`src/rtl/wrc_pkg.sv`:
```
package wrc_pkg;

  localparam int unsigned AddrWidthDefault = 18;
  localparam int unsigned StartWidth       = 18;
  localparam int unsigned SizeWidth        = 19;
  localparam int unsigned CfgDataWidth     = 19;
  localparam int unsigned SumWidth         = 16;

  localparam logic [SumWidth-1:0] SumInit   = 16'h0013;
  localparam logic [SumWidth-1:0] AlignMask = 16'hFFFC;

  typedef enum logic [0:0] {
    CFG_REGION_START = 1'b0,
    CFG_REGION_SIZE  = 1'b1
  } cfg_reg_e;

  // Word handed from the address stage to the accumulator.
  typedef struct packed {
    logic [7:0]          data;
    logic                last;
    logic [SumWidth-1:0] stored;
    logic [SumWidth-1:0] weight;
  } stage_word_t;

  function automatic logic [SumWidth-1:0] swap_bytes(input logic [SumWidth-1:0] v);
    return {v[7:0], v[15:8]};
  endfunction

endpackage

```
`src/rtl/wrc_front.sv`:
```
module wrc_front import wrc_pkg::*; #(
  parameter int unsigned ADDRESS_WIDTH = AddrWidthDefault
) (
  input  logic                    clk_i,
  input  logic                    rst_ni,
  input  logic                    cfg_we_i,
  input  cfg_reg_e                cfg_index_i,
  input  logic [CfgDataWidth-1:0] cfg_wdata_i,
  input  logic                    in_accept_i,
  input  logic [7:0]              data_byte_i,
  input  logic                    last_byte_i,
  input  logic [SumWidth-1:0]     stored_checksum_i,
  input  logic                    advance_i,
  output logic                    word_valid_o,
  output stage_word_t             word_o
);

  logic [StartWidth-1:0]    start_q;
  logic [SizeWidth-1:0]     size_q;
  logic [ADDRESS_WIDTH-1:0] addr_q, addr_d;
  logic                     valid_q, valid_d;
  stage_word_t              word_q;

  logic [31:0]              addr_ext;
  logic [31:0]              start_ext;
  logic [31:0]              wstart_ext;
  logic [SumWidth-1:0]      weight;

  assign addr_ext   = 32'(addr_q);
  assign start_ext  = 32'(start_q);
  assign wstart_ext = 32'(cfg_wdata_i[StartWidth-1:0]);

  // Only the low 16 bits survive, so work the weight at that width.
  assign weight = size_q[SumWidth-1:0] - ((addr_ext[SumWidth-1:0] & AlignMask)
                  - start_q[SumWidth-1:0]);

  always_comb begin
    addr_d  = addr_q;
    valid_d = valid_q;
    if (advance_i) valid_d = 1'b0;
    if (in_accept_i) begin
      valid_d = 1'b1;
      if (last_byte_i) addr_d = start_ext[ADDRESS_WIDTH-1:0];
      else             addr_d = addr_q + ADDRESS_WIDTH'(1);
    end
    if (cfg_we_i && cfg_index_i == CFG_REGION_START) begin
      addr_d = wstart_ext[ADDRESS_WIDTH-1:0];
    end
  end

  always_ff @(posedge clk_i or negedge rst_ni) begin
    if (!rst_ni) begin
      start_q <= '0;
      size_q  <= SizeWidth'(1);
      addr_q  <= '0;
      valid_q <= 1'b0;
    end else begin
      addr_q  <= addr_d;
      valid_q <= valid_d;
      if (cfg_we_i) begin
        unique case (cfg_index_i)
          CFG_REGION_START: start_q <= cfg_wdata_i[StartWidth-1:0];
          CFG_REGION_SIZE:  size_q  <= cfg_wdata_i;
          default:          ;
        endcase
      end
    end
  end

  always_ff @(posedge clk_i) begin
    if (in_accept_i) begin
      word_q.data   <= data_byte_i;
      word_q.last   <= last_byte_i;
      word_q.stored <= stored_checksum_i;
      word_q.weight <= weight;
    end
  end

  assign word_valid_o = valid_q;
  assign word_o       = word_q;

endmodule

```
`src/rtl/wrc_accum.sv`:
```
module wrc_accum import wrc_pkg::*; (
  input  logic                clk_i,
  input  logic                rst_ni,
  input  logic                word_valid_i,
  input  stage_word_t         word_i,
  output logic                advance_o,
  output logic                out_valid_o,
  input  logic                out_ready_i,
  output logic [SumWidth-1:0] checksum_o,
  output logic                matches_res_o
);

  logic [SumWidth-1:0] sum_q, sum_d;
  logic [SumWidth-1:0] sum_next;
  logic [SumWidth-1:0] swapped;
  logic [SumWidth-1:0] prod;
  logic                out_valid_q, out_valid_d;
  logic                out_free;
  logic [SumWidth-1:0] checksum_q;
  logic                matches_q;

  // Only the low 16 bits of the product reach the sum.
  assign prod     = word_i.weight * {8'd0, word_i.data};
  assign sum_next = sum_q + prod;
  assign swapped  = swap_bytes(sum_next);

  assign out_free  = !out_valid_q || out_ready_i;
  assign advance_o = word_valid_i && (!word_i.last || out_free);

  always_comb begin
    sum_d       = sum_q;
    out_valid_d = out_valid_q;
    if (out_ready_i) out_valid_d = 1'b0;
    if (advance_o) begin
      if (word_i.last) begin
        sum_d       = SumInit;
        out_valid_d = 1'b1;
      end else begin
        sum_d = sum_next;
      end
    end
  end

  always_ff @(posedge clk_i or negedge rst_ni) begin
    if (!rst_ni) begin
      sum_q       <= SumInit;
      out_valid_q <= 1'b0;
    end else begin
      sum_q       <= sum_d;
      out_valid_q <= out_valid_d;
    end
  end

  always_ff @(posedge clk_i) begin
    if (advance_o && word_i.last) begin
      checksum_q <= swapped;
      matches_q  <= (swapped == word_i.stored);
    end
  end

  assign out_valid_o   = out_valid_q;
  assign checksum_o    = checksum_q;
  assign matches_res_o = matches_q;

endmodule

```
`src/rtl/weighted_region_checksum.sv`:
```
// Weighted region checksum. Feed the bytes of one region in address order,
// one word per byte, and flag the final byte with last_byte_i, carrying the
// stored checksum on that same word. Each byte is weighted by region_size
// minus the offset of its 4-byte-aligned address from region_start (16 bits)
// and summed modulo 2^16 onto a seed of 0x13. On the final byte one result
// word leaves: the sum byte-swapped and a match flag against the stored
// value; the sum and the address then reload for the next region. The block
// takes one byte every cycle: an address stage computes the weight into an
// input register, and a single 16x8 multiply-accumulate closes the sum loop.
// The final byte passes through the input register; its result then becomes
// valid in an output register and sits there while further bytes keep
// flowing. Input stalls only when a second final byte meets a result that
// has not yet been taken.
// Write region_start (index 0) or region_size (index 1) only while idle;
// writing region_start reloads the byte address at once.
module weighted_region_checksum import wrc_pkg::*; #(
  parameter int unsigned ADDRESS_WIDTH = AddrWidthDefault
) (
  input  logic                    clk_i,
  input  logic                    rst_ni,
  // configuration write port
  input  logic                    cfg_we_i,
  input  cfg_reg_e                cfg_index_i,
  input  logic [CfgDataWidth-1:0] cfg_wdata_i,
  // byte channel
  input  logic                    in_valid_i,
  output logic                    in_ready_o,
  input  logic [7:0]              data_byte_i,
  input  logic                    last_byte_i,
  input  logic [SumWidth-1:0]     stored_checksum_i,
  // result channel
  output logic                    out_valid_o,
  input  logic                    out_ready_i,
  output logic [SumWidth-1:0]     checksum_o,
  output logic                    matches_res_o
);

  logic        in_accept;
  logic        word_valid;
  logic        advance;
  stage_word_t word;

  // Take a new word whenever the input register empties this cycle.
  assign in_ready_o = !word_valid || advance;
  assign in_accept  = in_valid_i && in_ready_o;

  wrc_front #(
    .ADDRESS_WIDTH(ADDRESS_WIDTH)
  ) u_front (
    .clk_i             (clk_i),
    .rst_ni            (rst_ni),
    .cfg_we_i          (cfg_we_i),
    .cfg_index_i       (cfg_index_i),
    .cfg_wdata_i       (cfg_wdata_i),
    .in_accept_i       (in_accept),
    .data_byte_i       (data_byte_i),
    .last_byte_i       (last_byte_i),
    .stored_checksum_i (stored_checksum_i),
    .advance_i         (advance),
    .word_valid_o      (word_valid),
    .word_o            (word)
  );

  // Accumulate, and hold the final sum until the consumer takes it.
  wrc_accum u_accum (
    .clk_i         (clk_i),
    .rst_ni        (rst_ni),
    .word_valid_i  (word_valid),
    .word_i        (word),
    .advance_o     (advance),
    .out_valid_o   (out_valid_o),
    .out_ready_i   (out_ready_i),
    .checksum_o    (checksum_o),
    .matches_res_o (matches_res_o)
  );

endmodule
```
`config.mk`:
```
export PLATFORM = sky130hd
export DESIGN_NAME = weighted_region_checksum
export DESIGN_NICKNAME = d
export VERILOG_FILES = /design/src/rtl/wrc_pkg.sv /design/src/rtl/wrc_front.sv /design/src/rtl/wrc_accum.sv /design/src/rtl/weighted_region_checksum.sv
export SDC_FILE = /design/constraint.sdc
export NUM_CORES = 1
export LEC_CHECK = 0
export BUFFER_PORTS_ARGS = -buffer_cell sky130_fd_sc_hd__buf_2
export CORE_AREA = 2 2 176 135
export CTS_BUF_LIST = sky130_fd_sc_hd__clkbuf_8
export DETAILED_ROUTE_END_ITERATION = 7
export DIE_AREA = 0 0 178 137
export SLEW_MARGIN = 20
export SYNTH_ARGS = -nofsm -noshare
export SYNTH_HDL_FRONTEND = slang
export SYNTH_HIERARCHICAL = 1
export SYNTH_SLANG_ARGS = --single-unit
```
`constraint.sdc`:
```
create_clock -name clk_i -period 9.9 [get_ports clk_i]
set_input_delay 0.495 -clock clk_i [delete_from_list [all_inputs] [get_ports clk_i]]
set_output_delay 0.495 -clock clk_i [all_outputs]
set_load 0.01 [all_outputs]
```
Yosys cells after proc, flatten, opt, wreduce, memory -nomap -nowiden
Index checks and enable logic that the tools add are counted.
Widths: inputs -> output; s select.
{"block": "word_totals", "ff_bits": 128, "latch_bits": 0, "ram_bits": 0, "rom_bits": 0, "inputBits": 50, "out_inout_bits": 19, "wordCells": 42, "memories": 0}
{"block": "classes", "addsub": 4, "n_mul": 1, "div_mod_pow": 0, "magnitude_cmp": 0, "eq_ne": 1, "shifts": 0, "mux": 9, "bitwise": 1, "n_reduce_logical": 14}
{"cell": "$mux 18", "count": 3}
{"cell": "$sub 16x16->16", "count": 2}
{"cell": "$add 18x1->18 const B", "count": 1}
{"cell": "$add 16x16->16", "count": 1}
{"cell": "$eq 16x16->1", "count": 1}
{"cell": "$mul 16x8->16", "count": 1}
{"cell": "$mux 16", "count": 1}
{"cell": "$mux 1", "count": 5}
{"cell": "$logic_and 1x1->1", "count": 4}
{"cell": "$reduce_and 2->1", "count": 2}
{"cell": "$reduce_bool 2->1", "count": 2}
{"cell": "$logic_not 1->1", "count": 3}
{"cell": "$logic_or 1x1->1", "count": 3}
{"cell": "$not 1->1", "count": 1}

Longest topological paths before layout
{"block": "logic_depth", "ltp_word": 8, "depth_mapped": 19, "depth_no_buf": 17}

Cells and area by module
The synthesis kept the hierarchy.
{"mod": "wrc_accum", "n_inst": 1, "cells_per_inst": 518, "area_per_inst_um2": 4812.1, "seq_area_each_um2": 939.7}
{"mod": "wrc_front", "n_inst": 1, "cells_per_inst": 423, "area_per_inst_um2": 4735.8, "seq_area_each_um2": 2458.6}
{"mod": "weighted_region_checksum", "n_inst": 1, "cells_per_inst": 2, "area_per_inst_um2": 22.5, "seq_area_each_um2": 0.0}

Least setup slack after synthesis
OpenSTA, ideal clock, no wires.
{"block": "synth_timing", "path_kind": "reg-to-reg", "from": "reg u_front.word_q, in the netlist u_front/word_o[34]", "to": "reg u_accum.matches_q (netlist: u_accum/matches_res_o) (data pin)", "setup_time_ns": 0.169, "arrival_time_ns": 4.712, "required_ns": 9.731, "setup_slack_ns": 5.019, "stages_incl_launch_ff": 19, "path_buffers": 2, "synth_period_minus_slack_ns": 4.881, "cell_sequence": "edfxtp_1 > clkbuf_1 > nand2_1 > fa_1 > inv_1 > fa_1 > fa_1 > inv_1 > fa_1 > inv_1 > ha_1 > buf_2 > xnor2_2 > nor2_1 > a2111oi_2 > nand4b_1 > a2111oi_2 > nand4_1 > nor4b_2"}
{"block": "synth_via", "elab_chain_cells": 3}
{"element": "from (decl)", "line": "wrc_front.sv:22", "source": "stage_word_t word_q;"}
{"element": "$mul 16x8->16", "line": "wrc_accum.sv:23", "source": "assign prod = word_i.weight * {8'd0, word_i.data};"}
{"element": "$add 16x16->16", "line": "wrc_accum.sv:24", "source": "assign sum_next = sum_q + prod;"}
{"element": "$eq 16x16->1", "line": "wrc_accum.sv:57", "source": "matches_q <= (swapped == word_i.stored);"}
{"element": "to (signal assigned)", "line": "wrc_accum.sv:57"}
{"element": "to (decl)", "line": "wrc_accum.sv:20", "source": "logic matches_q;"}
Every way passes these cells.
A chain may end at the register's enable or synchronous reset.

Final worst setup path
{"block": "layout_timing", "from": "reg u_front.word_q, in the netlist u_front/word_o[37]", "to": "reg u_accum.matches_q (netlist: u_accum/matches_res_o) (data pin)"}
The elaborated chain is that of the path after synthesis.

==> summary.md <==
| Metric | Value |
|---|---|
| DRT antenna net count | 0 |
| Vias per Instance | 5.03 |
| Root Buffer Master | clkbuf_8 |
| Post-CTS setup buffer count | 0 |
| Global-route usage over all layers | 0.185 |
| Netlist cell types | 66 |
| Wire per inst | 15.8 um |
| First-pass GRT wire length | 34,900 um |
| Reg2reg setup slack | 4.44 ns |
| Sum Neg Setup Slack | 0 ns |
| CP cell instances | and2_1 > fa_1 > fa_1 > fa_1 > inv_1 > fa_1 > inv_1 > ha_1 > and3_1 > a211o_1 > nor3_1 > nand4b_1 > a2111oi_2 > nand4_1 > nor4b_2 |
| Clk_lat worst skew | 0.45 ns |
| Slowest CP cell | edfxtp_1 |
| Worst path max stage delay | 0.62 ns |
| Number of buffers inserted by port buffering | 65 |
| Post-cts resize count | 0 |
| Synth warn | 6 |
| Wirelength, routed | 20,800 um |
| RSZ-0062 raised after global routing | false |
| Top cells by area, synth | fa_1 18%, edfxtp_1 18%, dfrtp_1 16% |
| Worst Skew | 0.0104 ns |
| Fin. Hold Viols | 0 |
| Vias after detailed routing | 6,619 |
| Critical path origin | u_front/word_o[37]$_DFFE_PP_ |
| Most frequent cells in the layout | 179 x inv_1, 94 x nand2_1, 87 x fa_1 |
| R2r startpoint | u_front/word_o[37]$_DFFE_PP_ |
| FMAX | 183 MHz |
| Cells after synthesis | 943 |
| Die W | 178 um |
| Gr ovfl total | 0 |
| Worst r2r dst | u_accum/matches_res_o$_DFFE_PP_ |
| DR iter-0 viols | 402 |
| Share of post-route cells with drive strength above 1 | 0.136 |
| Fin crit period | 5.46 ns |
| Final Slew Violations | 0 |
| WP data required | 10.18 ns |
| Delay-heaviest family, CP | adder cells |
| CTS H-tree lvls | 4 |
| # hold bufs at CTS | 0 |
| Antenna cells | 0 |
| CTS Buffer Depth | 2 |
| CP Depth | 15 |
| Critical path endpoint | u_accum/matches_res_o$_DFFE_PP_ |
| Crit share post-route | 0.551 |
| Synth Area per Inst | 10.1 sq um |
| Hold WC Path Type | input port to register |
| GP Congestion | 0.822 |
| Std cell rows | 48 |
| Vias in the first global route | 6,642 |
| Top-area cell type share of the netlist area | 0.182 |
| Clock transition at path regs | 0.07 ns |
| Max-Cap Viols | 0 |
| Slew @ Worst Pin | 0.895 ns |
| First-pass iteration count of the detailed router | 5 |
| Worst setup EP type | register |
| Die height | 137 um |
| DRC Markers | 0 |
| Final #Nets | 1,183 |
| Crit path buffers/inverters | 2 |
| Synth async-reset ratio | 0.532 |
| Hold Crit Depth | 1 |
| Outcome | complete, no violations |
| Setup violations, final | 0 |
| Ys flop type | dfrtp_1 |
| Starting Density | 0.423 |
| Critical path class | register to register |
| Final core utilization | 0.468 |
| Synthesized area | 9570 sq um |
| Most common cell after layout, fill and taps aside | inv_1 |
| Cell taking the most area after synthesis | fa_1 |
| Syn_nets | 1,122 |
| Largest net degree at the start of global routing | 67 |
| TritonCTS buffer count | 17 |
| Initial antenna violation count | 0 |
| Slew headroom | 0.403 |
| DP HPWL | 16,100 um |
| Seq cells post-synth | 124 |
| Post-synth EDFFs | 58 |
| Reg2reg path depth | 15 |
| Synthesis-to-layout area growth | 10.7% |
| # IOs | 69 |
| Hold Crit Start | stored_checksum_i[5] |
| CP most frequent cell | fa_1 |
| Peak fanout along the critical path | 12 |
| Post-synthesis sequential area ratio | 0.355 |
| CORE AREA | 22,600 sq um |
| Arr. time, crit path | 5.74 ns |
| Startpoint type of the worst setup path | register |
| TritonCTS clock tree | done |
| DIE AREA | 24,400 sq um |
| CTS Sinks | 124 |
==> per-layer routing <==
metal / routed length, um / vias up / track usage
met5: 0 / - / 0
met4: 245 / 0 / 0.0478
met3: 1050 / 21 / 0.0436
met2: 8500 / 152 / 0.252
met1: 11000 / 3249 / 0.291
li1: - / 3197 / -
==> sequential cells by signal, indices dropped and copies added (netlist names) <==
register and count:
u_front/size_q 16, u_front/word_valid_o 1, u_front/addr_q 16, u_accum/checksum_o 16, u_front/word_o 41, u_accum/matches_res_o 1, u_accum/sum_q 16, u_accum/out_valid_o 1
u_front/start_q 16
==> synthesized netlist by cell type (11+ instances only) <==
master,count
xor2_1,16
o21ai_0,43
clkbuf_1,15
a21oi_1,21
nor2_1,26
mux2_2,17
a21o_1,11
fa_1,87
and2_1,61
nand3_1,14
edfxtp_1,58
ha_1,42
xnor2_1,47
nand2_1,94
dfrtp_1,62
inv_1,178
==> worst min path at each step <==
| stage | endpoint | slack [ns] |
|---|---|---|
| 6_report | u_front/word_o[21]$_DFFE_PP_ | 0.22 |
| 5_1_grt | u_front/word_o[24]$_DFFE_PP_ | 0.18 |
| 4_1_cts | u_front/word_o[21]$_DFFE_PP_ | 0.19 |
| 3_5_place_dp | u_accum/sum_q[0]$_DFFE_PN1P_ | 0.48 |
| 3_3_place_gp | u_accum/sum_q[0]$_DFFE_PN1P_ | 0.47 |
| 2_1_floorplan | u_accum/out_valid_o$_DFF_PN0_ | 0.20 |
==> logic make-up after synthesis <==
logic type / Yosys count / synth area share
muxes: 25 / 0.0284
DFF: 124 / 0.355
AOI/OAI and AO/OA: 142 / 0.0999
xor gates and xnor gates: 66 / 0.0634
adders and majority gates: 129 / 0.237
and+or+nand+nor: 251 / 0.134
buffers and inverters: 206 / 0.0828
==> through the flow <==
stage	setup slack [ns]	area, sq um	std cells	hold WS, ns
CTS	4.49	10600	1317	0.188
global route	4.17	10600	1317	0.183
floorplan	5.02	9570	943	0.199
detailed placement	4.55	10200	1285	0.478
finish	4.44	10600	1317	0.220
global placement	4.51	10200	1285	0.471
==> area by class of cell <==
| type | count | area, sq um |
|---|---|---|
| timing repair buffer | 69 | 355 |
| clock buffer | 19 | 262 |
| sequential | 124 | 3400 |
| fill | 2118 | 12000 |
| multi-input combinational | 613 | 5380 |
| tap | 300 | 375 |
| clock inverter | 13 | 148 |
| inverter | 179 | 672 |
Power is left out: the tool's default activity adds up to more than one toggle a clock period on the data nets, which glitch-free logic cannot reach.
